`config.mk`:
```
export PLATFORM = sky130hd
export DESIGN_NAME = apc_row_update
export DESIGN_NICKNAME = d
export VERILOG_FILES = /design/src/hw/rtl/apc_pkg.sv /design/src/hw/rtl/apc_row_update.sv
export SDC_FILE = /design/constraint.sdc
export NUM_CORES = 1
export LEC_CHECK = 0
export BUFFER_PORTS_ARGS = -buffer_cell sky130_fd_sc_hd__clkbuf_2
export CORE_MARGIN = 2
export CORE_UTILIZATION = 49
export DETAILED_ROUTE_END_ITERATION = 7
export PLACE_DENSITY = 0.9
export SETUP_SLACK_MARGIN = 0.05
export SLEW_MARGIN = 20
export SYNTH_ARGS = -nofsm -noshare
export SYNTH_HDL_FRONTEND = slang
export SYNTH_SLANG_ARGS = --single-unit
```
`constraint.sdc`:
```
create_clock -name vclk -period 4.2
set_input_delay 0.42 -clock vclk [all_inputs]
set_output_delay 0.42 -clock vclk [all_outputs]
set_load 0.005 [all_outputs]
```
`src/hw/rtl/apc_pkg.sv`:
```
// shared types and constants of the alignment pileup counter
package apc_pkg;

    localparam logic [1:0] OP_START = 2'd0;
    localparam logic [1:0] OP_STEP  = 2'd1;
    localparam logic [1:0] OP_READ  = 2'd2;

    localparam logic [1:0] EDIT_MATCH    = 2'd0;
    localparam logic [1:0] EDIT_DEL      = 2'd1;
    localparam logic [1:0] EDIT_INS      = 2'd2;
    localparam logic [1:0] EDIT_MISMATCH = 2'd3;

    localparam logic [7:0] BASE_A = 8'h41;
    localparam logic [7:0] BASE_C = 8'h43;
    localparam logic [7:0] BASE_G = 8'h47;
    localparam logic [7:0] BASE_T = 8'h54;

    localparam int NUM_SLOTS = 6;
    localparam int SLOT_A    = 0;
    localparam int SLOT_C    = 1;
    localparam int SLOT_G    = 2;
    localparam int SLOT_T    = 3;
    localparam int SLOT_DEL  = 4;
    localparam int SLOT_INS  = 5;

    localparam int CURSOR_W = 17;
    localparam logic [CURSOR_W-1:0] CURSOR_MAX = '1;
    localparam int LEN_W = 17;
    localparam logic [LEN_W-1:0] READ_LENGTH_RESET = 17'h10000;
    localparam int FIELD_W = 16;

    typedef enum logic [1:0] {
        S_CLEAR,
        S_IDLE,
        S_UPDATE
    } t_state;

    typedef struct packed {
        logic       is_read;
        logic [1:0] edit;
        logic [7:0] base;
    } t_upd_ctrl;

endpackage

```
`src/hw/rtl/apc_row_update.sv`:
```
// modify stage: bumps one saturating counter of a pileup row or clears it
module apc_row_update
    import apc_pkg::*;
#(
    parameter int COUNT_BITS = 16
) (
    input  t_upd_ctrl                         i_ctrl,
    input  logic [NUM_SLOTS*COUNT_BITS-1:0]   i_row,
    output logic [NUM_SLOTS*COUNT_BITS-1:0]   o_row
);

    localparam logic [COUNT_BITS-1:0] CNT_MAX = '1;

    logic [NUM_SLOTS-1:0] w_hit;

    always_comb begin
        w_hit = '0;
        case (i_ctrl.edit)
            EDIT_MATCH, EDIT_MISMATCH: begin
                case (i_ctrl.base)
                    BASE_A:  w_hit[SLOT_A] = 1'b1;
                    BASE_C:  w_hit[SLOT_C] = 1'b1;
                    BASE_G:  w_hit[SLOT_G] = 1'b1;
                    BASE_T:  w_hit[SLOT_T] = 1'b1;
                    default: w_hit = '0;
                endcase
            end
            EDIT_DEL: w_hit[SLOT_DEL] = 1'b1;
            EDIT_INS: w_hit[SLOT_INS] = 1'b1;
            default:  w_hit = '0;
        endcase
    end

    always_comb begin
        for (int k = 0; k < NUM_SLOTS; k++) begin
            if (i_ctrl.is_read) begin
                o_row[k*COUNT_BITS +: COUNT_BITS] = '0;
            end else if (w_hit[k] && (i_row[k*COUNT_BITS +: COUNT_BITS] != CNT_MAX)) begin
                o_row[k*COUNT_BITS +: COUNT_BITS] =
                    i_row[k*COUNT_BITS +: COUNT_BITS] + COUNT_BITS'(1);
            end else begin
                o_row[k*COUNT_BITS +: COUNT_BITS] = i_row[k*COUNT_BITS +: COUNT_BITS];
            end
        end
    end

endmodule

```
==> metrics.yaml, run 1 <==
overflow: 0
path_class: "input port to primary output"
drive_above_1_share_pct: 34.7
yosysSeqAreaShare_pct: 0
drv_slew: 0
power.leakage_nw: 1.71
postCtsSetupRepairBufs: 0
slew_headroom_pct: 27.4
synthTopCellsByArea: "or4_1 (10%), a21oi_1 (8.7%), o31ai_1 (8.4%)"
slowest_stage: "or4_1"
yosysUniqueCellTypes: 51
synthCells: 523
worst_slew_pin_slew_ns: 1.09
synth_warnings: 0
viasPerCell: 6.57
finalSetupViolCount: 0
yosysMostFrequentCell: "a21oi_1"
finalHoldViolations: 0
die_w_um: 85.2
nFlopsAndLatches: 0
io_pins: 203
powerDensity_nw_per_um2: 69.4
outcome: "complete, no violations"
tns_ns: 0
first_iter_violations: 301
endpoint_kind: "primary output"
first_global_vias: 4189
worstPathMaxFanout: 28
cts_resized: 0
yosys.area.top_type: "or4_1"
synth_top_cell_area_share_pct: 10.5
grt_pass1_wl_mm: 18.4
drc_errors: 0
grt_usage_pct: 28.7
fp.dieH_um: 85.2
area_delta_synth_final_pct: 31.2
diodes: 0
startpoint: "i_ctrl[5]"
grt_start_max_net_pins: 115
syn_nets: 638
max_stage_delay_ns: 0.87
crit_chain: "clkbuf_2 > or4b_4 > or4_1 > or4_1 > a21oi_1 > clkbuf_2"
io_buffers: 203
ir_drop_mv: 0.0538
postRouteAntennaNets: 0
place_congestion: 0.982
final_cell_area_um2: 4230
netlist_area_um2: 3230
rsz0062_at_grt: "no"
die_area_um2: 7250
clkbuf_count: 0
crit_required_ns: 3.78
core_um2: 6350
vias: 5050
synth_common_cells: "a21oi_1 (56), or4_1 (45), nand3_1 (41)"
finalPower_w: 0.000294
place_area_um2: 4230
nNetsFinal: 809
min_from: "i_row[47]"
rows: 29
drt_wl_total_mm: 11.6
avgSynthCellArea_um2: 6.17
arrival_ns: 2.91
start_kind: "input port"
hpwl_mm: 9.12
n_fill_cell: 554
hold_class: "input port to primary output"
initial_core_util_pct: 50.8
fin_crit_ns: 3.33
multiInputGateArea_um2: 3000
regArea_um2: 0
critical_path_buf_inv_count: 2
crit_family: "simple AND/OR/NAND/NOR gates"
drv_cap: 0
antenna_found_initial: 0
wl_per_cell_um: 15.1
fin_crit_sh_pct: 79.2
hold_buffers: 0
firstDrtPassIters: 5
fmax_ghz: 0.301
## routing by layer
layer | GRT usage [%] | share of wire, % | routed length (um)
met1 | 37.1 | 40 | 4630
met5 | 0 | 0 | 0
met2 | 51.8 | 49 | 5720
met4 | 7.79 | 2.5 | 294
met3 | 1.26 | 8.3 | 959
## area by class of cell
type	instances	area share, %
multi-input combinational	463	70.9
timing repair buffer	208	24.9
inverter	21	1.86
tap	77	2.28
## tightest hold or removal path, stage by stage
cell and delay, ns:
clkbuf_2 0.09, a311oi_1 0.07, clkbuf_2 0.10
## report_power, final
part	leakage (nW)	switching (W)	total (W)	internal, W
logic	1.71	0.000167	0.000294	0.000126
clock network	0	0	0	0
registers	0	0	0	0
## path summary, 6_finish.rpt
| path | slack, ns | depth (start not counted) | to |
|---|---|---|---|
| worst min-delay path | 1.11 | 3 | o_row[47] |
| worst max-delay path | 0.87 | 6 | o_row[7] |
## stage by stage
step                utilization, %  hold WS (ns)  instances  setup WS, ns
CTS                           66.7          1.11        769         0.891
global route                  66.7          1.15        769         0.733
finish                        66.7          1.11        769         0.874
global placement              66.7          1.11        769         0.975
floorplan                        -         0.896        523          1.41
detailed placement            66.7          1.11        769         0.893
## cell usage in the layout, fill, tap and decap left out, types with 2 or more instances in the layout
| cell | count |
|---|---|
| nand2b_1 | 5 |
| nor4b_1 | 3 |
| nand3_1 | 41 |
| or4_1 | 45 |
| and4_1 | 13 |
| nand2_1 | 23 |
| mux2i_1 | 2 |
| nor2b_1 | 17 |
| or3b_2 | 2 |
| a211oi_1 | 7 |
| ha_1 | 8 |
| inv_1 | 21 |
| a41oi_1 | 2 |
| nor4_2 | 3 |
| o21ai_0 | 18 |
| o41ai_1 | 2 |
| clkbuf_2 | 202 |
| nor3b_1 | 3 |
| mux2_2 | 17 |
| a31oi_1 | 4 |
| or2_2 | 3 |
| and2_1 | 4 |
| buf_4 | 6 |
| or4b_2 | 2 |
| a311oi_1 | 6 |
| a21oi_1 | 56 |
| o31ai_1 | 36 |
| a21o_1 | 2 |
| nand4_1 | 24 |
| xnor2_1 | 4 |
| o21bai_1 | 3 |
| nor2_1 | 34 |
| nor4_1 | 17 |
| o21ba_2 | 2 |
| nor3_1 | 19 |
| and3_1 | 5 |
| nand3b_1 | 3 |
| or3_1 | 17 |
## logic make-up (layout without fill, tap and decap cells)
kind of cell	Yosys count	after routing	synth area share (%)
AND/OR/NAND/NOR	288	288	53.3
multiplexers	19	19	6.55
XOR/XNOR	5	5	1.36
adder cells (fa/ha/maj)	8	8	3.10
buffers and inverters	60	229	7.56
AO/OA/AOI/OAI	143	143	28.1
Note: power is estimated with default switching activity, not from simulation.
==> inputs of run 2 (changes only) <==
--- a/config.mk
+++ b/config.mk
@@ -7,9 +7,9 @@
 export LEC_CHECK = 0
 export BUFFER_PORTS_ARGS = -buffer_cell sky130_fd_sc_hd__clkbuf_2
 export CORE_MARGIN = 2
-export CORE_UTILIZATION = 49
+export CORE_UTILIZATION = 41
 export DETAILED_ROUTE_END_ITERATION = 7
-export PLACE_DENSITY = 0.9
+export PLACE_DENSITY = 0.81
 export SETUP_SLACK_MARGIN = 0.05
 export SLEW_MARGIN = 20
 export SYNTH_ARGS = -nofsm -noshare
==> constraint.sdc (replaced) <==
create_clock -name vclk -period 3
set_input_delay 0.3 -clock vclk [all_inputs]
set_output_delay 0.3 -clock vclk [all_outputs]
set_load 0.005 [all_outputs]
==> run 2 against run 1 <==
Compared with the run above:
- worst hold slack lost 0.23 ns
- routed wire length grew 1.7%
- die area grew 19%
- critical path type unchanged
- sequential cell count is the same
==> metrics.yaml, run 2 (synthesized netlist as in run 1, its figures left out) <==
path_class: "input port to primary output"
cts_resized: 0  # unchanged
multiInputGateArea_um2: 3000  # unchanged
fin_crit_ns: 2.81
place_congestion: 0.960  # -2.3%
fin_cells: 802  # +4.3%
die_w_um: 92.7  # +8.9%
overflow: 0  # unchanged
grt_start_max_net_pins: 90  # -22%
viasPerCell: 6.29  # -4.2%
ir_drop_mv: 0.110  # +100%
vias: 5045  # -0.099%
worst_path_most_repeated_cell: "clkbuf_2"
crit_required_ns: 2.70  # -1.08 ns
switching_share_pct: 56.6  # -0.39 points
fin_util_pct: 56.3  # -10 points
drive_above_1_share_pct: 35.4  # +0.75 points
internal-power_w: 0.000180  # +42%
min_path_cells: 3  # unchanged
drc_errors: 0  # unchanged
first_iter_violations: 270  # -10%
finalHoldViolations: 0  # unchanged
holdPathEnd: "o_row[15]"
drt_wl_total_mm: 11.8  # +1.7%
arrival_ns: 2.51  # -0.40 ns
comb_power_share_pct: 100.0  # about the same
postRouteAntennaNets: 0  # unchanged
tns_ns: 0  # unchanged
initial_core_util_pct: 42.0  # -8.8 points
fmax_ghz: 0.356
rows: 32  # +10%
start_kind: "input port"
hold_buffers: 0  # unchanged
powerDensity_nw_per_um2: 95.7  # +38%
layout_commonest_cell: "clkbuf_2"
rsz0062_at_grt: "no"
regArea_um2: 0  # unchanged
crit_chain: "clkbuf_2 > or4b_4 > or3_2 > or4_1 > a21oi_1 > clkbuf_2"
p_seq_share_pct: 0  # unchanged
core_um2: 7690  # +21%
worst_slew_pin_slew_ns: 0.862  # -0.228 ns
diodes: 0  # unchanged
fp.dieH_um: 92.7  # +8.9%
startpoint: "i_ctrl[5]"
fin_crit_sh_pct: 93.5
worstPathMaxFanout: 13  # -54%
postCtsSetupRepairBufs: 0  # unchanged
slew_headroom_pct: 42.6  # +15 points
grt_pass1_wl_mm: 19.2  # +4.0%
hpwl_mm: 9.42  # +3.3%
finalSetupViolCount: 0  # unchanged
power_frac_clock_pct: 0  # unchanged
placed_cells: 802  # +4.3%
drv_slew: 0  # unchanged
first_global_vias: 4393  # +4.9%
nNetsFinal: 817  # +0.99%
die_area_um2: 8600  # +19%
io_pins: 203  # unchanged
drv_cap: 0  # unchanged
clkbuf_count: 0  # unchanged
firstDrtPassIters: 5  # unchanged
layout_common_cells: "clkbuf_2 (202), a21oi_1 (56), or4_1 (45)"
crit_family: "simple AND/OR/NAND/NOR gates"
slowest_stage: "or3_2"
area_delta_synth_final_pct: 34.0
n_fill_cell: 765  # +38%
endpoint_kind: "primary output"
critical_path_buf_inv_count: 2  # unchanged
power.leakage_nw: 1.75  # +2.4%
power.switching_w: 0.000234  # +40%
min_from: "i_row[15]"
grt_usage_pct: 25.2  # -3.5 points
max_stage_delay_ns: 0.64  # -0.23 ns
wl_per_cell_um: 14.7  # -2.5%
nFlopsAndLatches: 0  # unchanged
antenna_found_initial: 0  # unchanged
hold_class: "input port to primary output"
outcome: "complete, no violations"
io_buffers: 203  # unchanged
run 2: area by class of cell:
type,count,share of cell area (%)
multi-input combinational,463,69.4
inverter,21,1.82
timing repair buffer,216,25.8
tap,102,2.95
run 2: power by group through the flow:
stage	Clock, W	Sequential [W]	Combinational (W)
3_3_place_gp	0	0	0.000396
2_1_floorplan	0	0	0.000182
5_1_grt	0	0	0.000460
3_5_place_dp	0	0	0.000408
6_report	0	0	0.000414
4_1_cts	0	0	0.000410
run 2: worst max-delay path by stage:
stage	cells past startpoint	endpoint	slack [ns]
2_1_floorplan	6	o_row[54]	0.45
3_3_place_gp	7	o_row[3]	0.22
3_5_place_dp	7	o_row[7]	0.20
4_1_cts	7	o_row[5]	0.20
5_1_grt	7	o_row[5]	0.1
6_report	6	o_row[36]	0.19
run 2: layer usage:
layer | track usage, % | routed length [um] | up-vias
met1 | 31.8 | 4900 | 2293
met2 | 46.2 | 5770 | 275
met4 | 5.88 | 172 | 0
li1 | - | - | 2453
met3 | 2.36 | 965 | 24
met5 | 0 | 0 | -
run 2: stage by stage:
stage                     setup slack (ns)  total power [W]  cell area [um^2]  hold WS (ns)
after floorplan                      0.454         0.000182              3230         0.656
after global placement               0.216         0.000396              4320         0.895
after detailed placement             0.203         0.000408              4320         0.884
after CTS                            0.202         0.000410              4320         0.886
after global routing                0.0983         0.000460              4320         0.900
final                                0.195         0.000414              4320         0.886
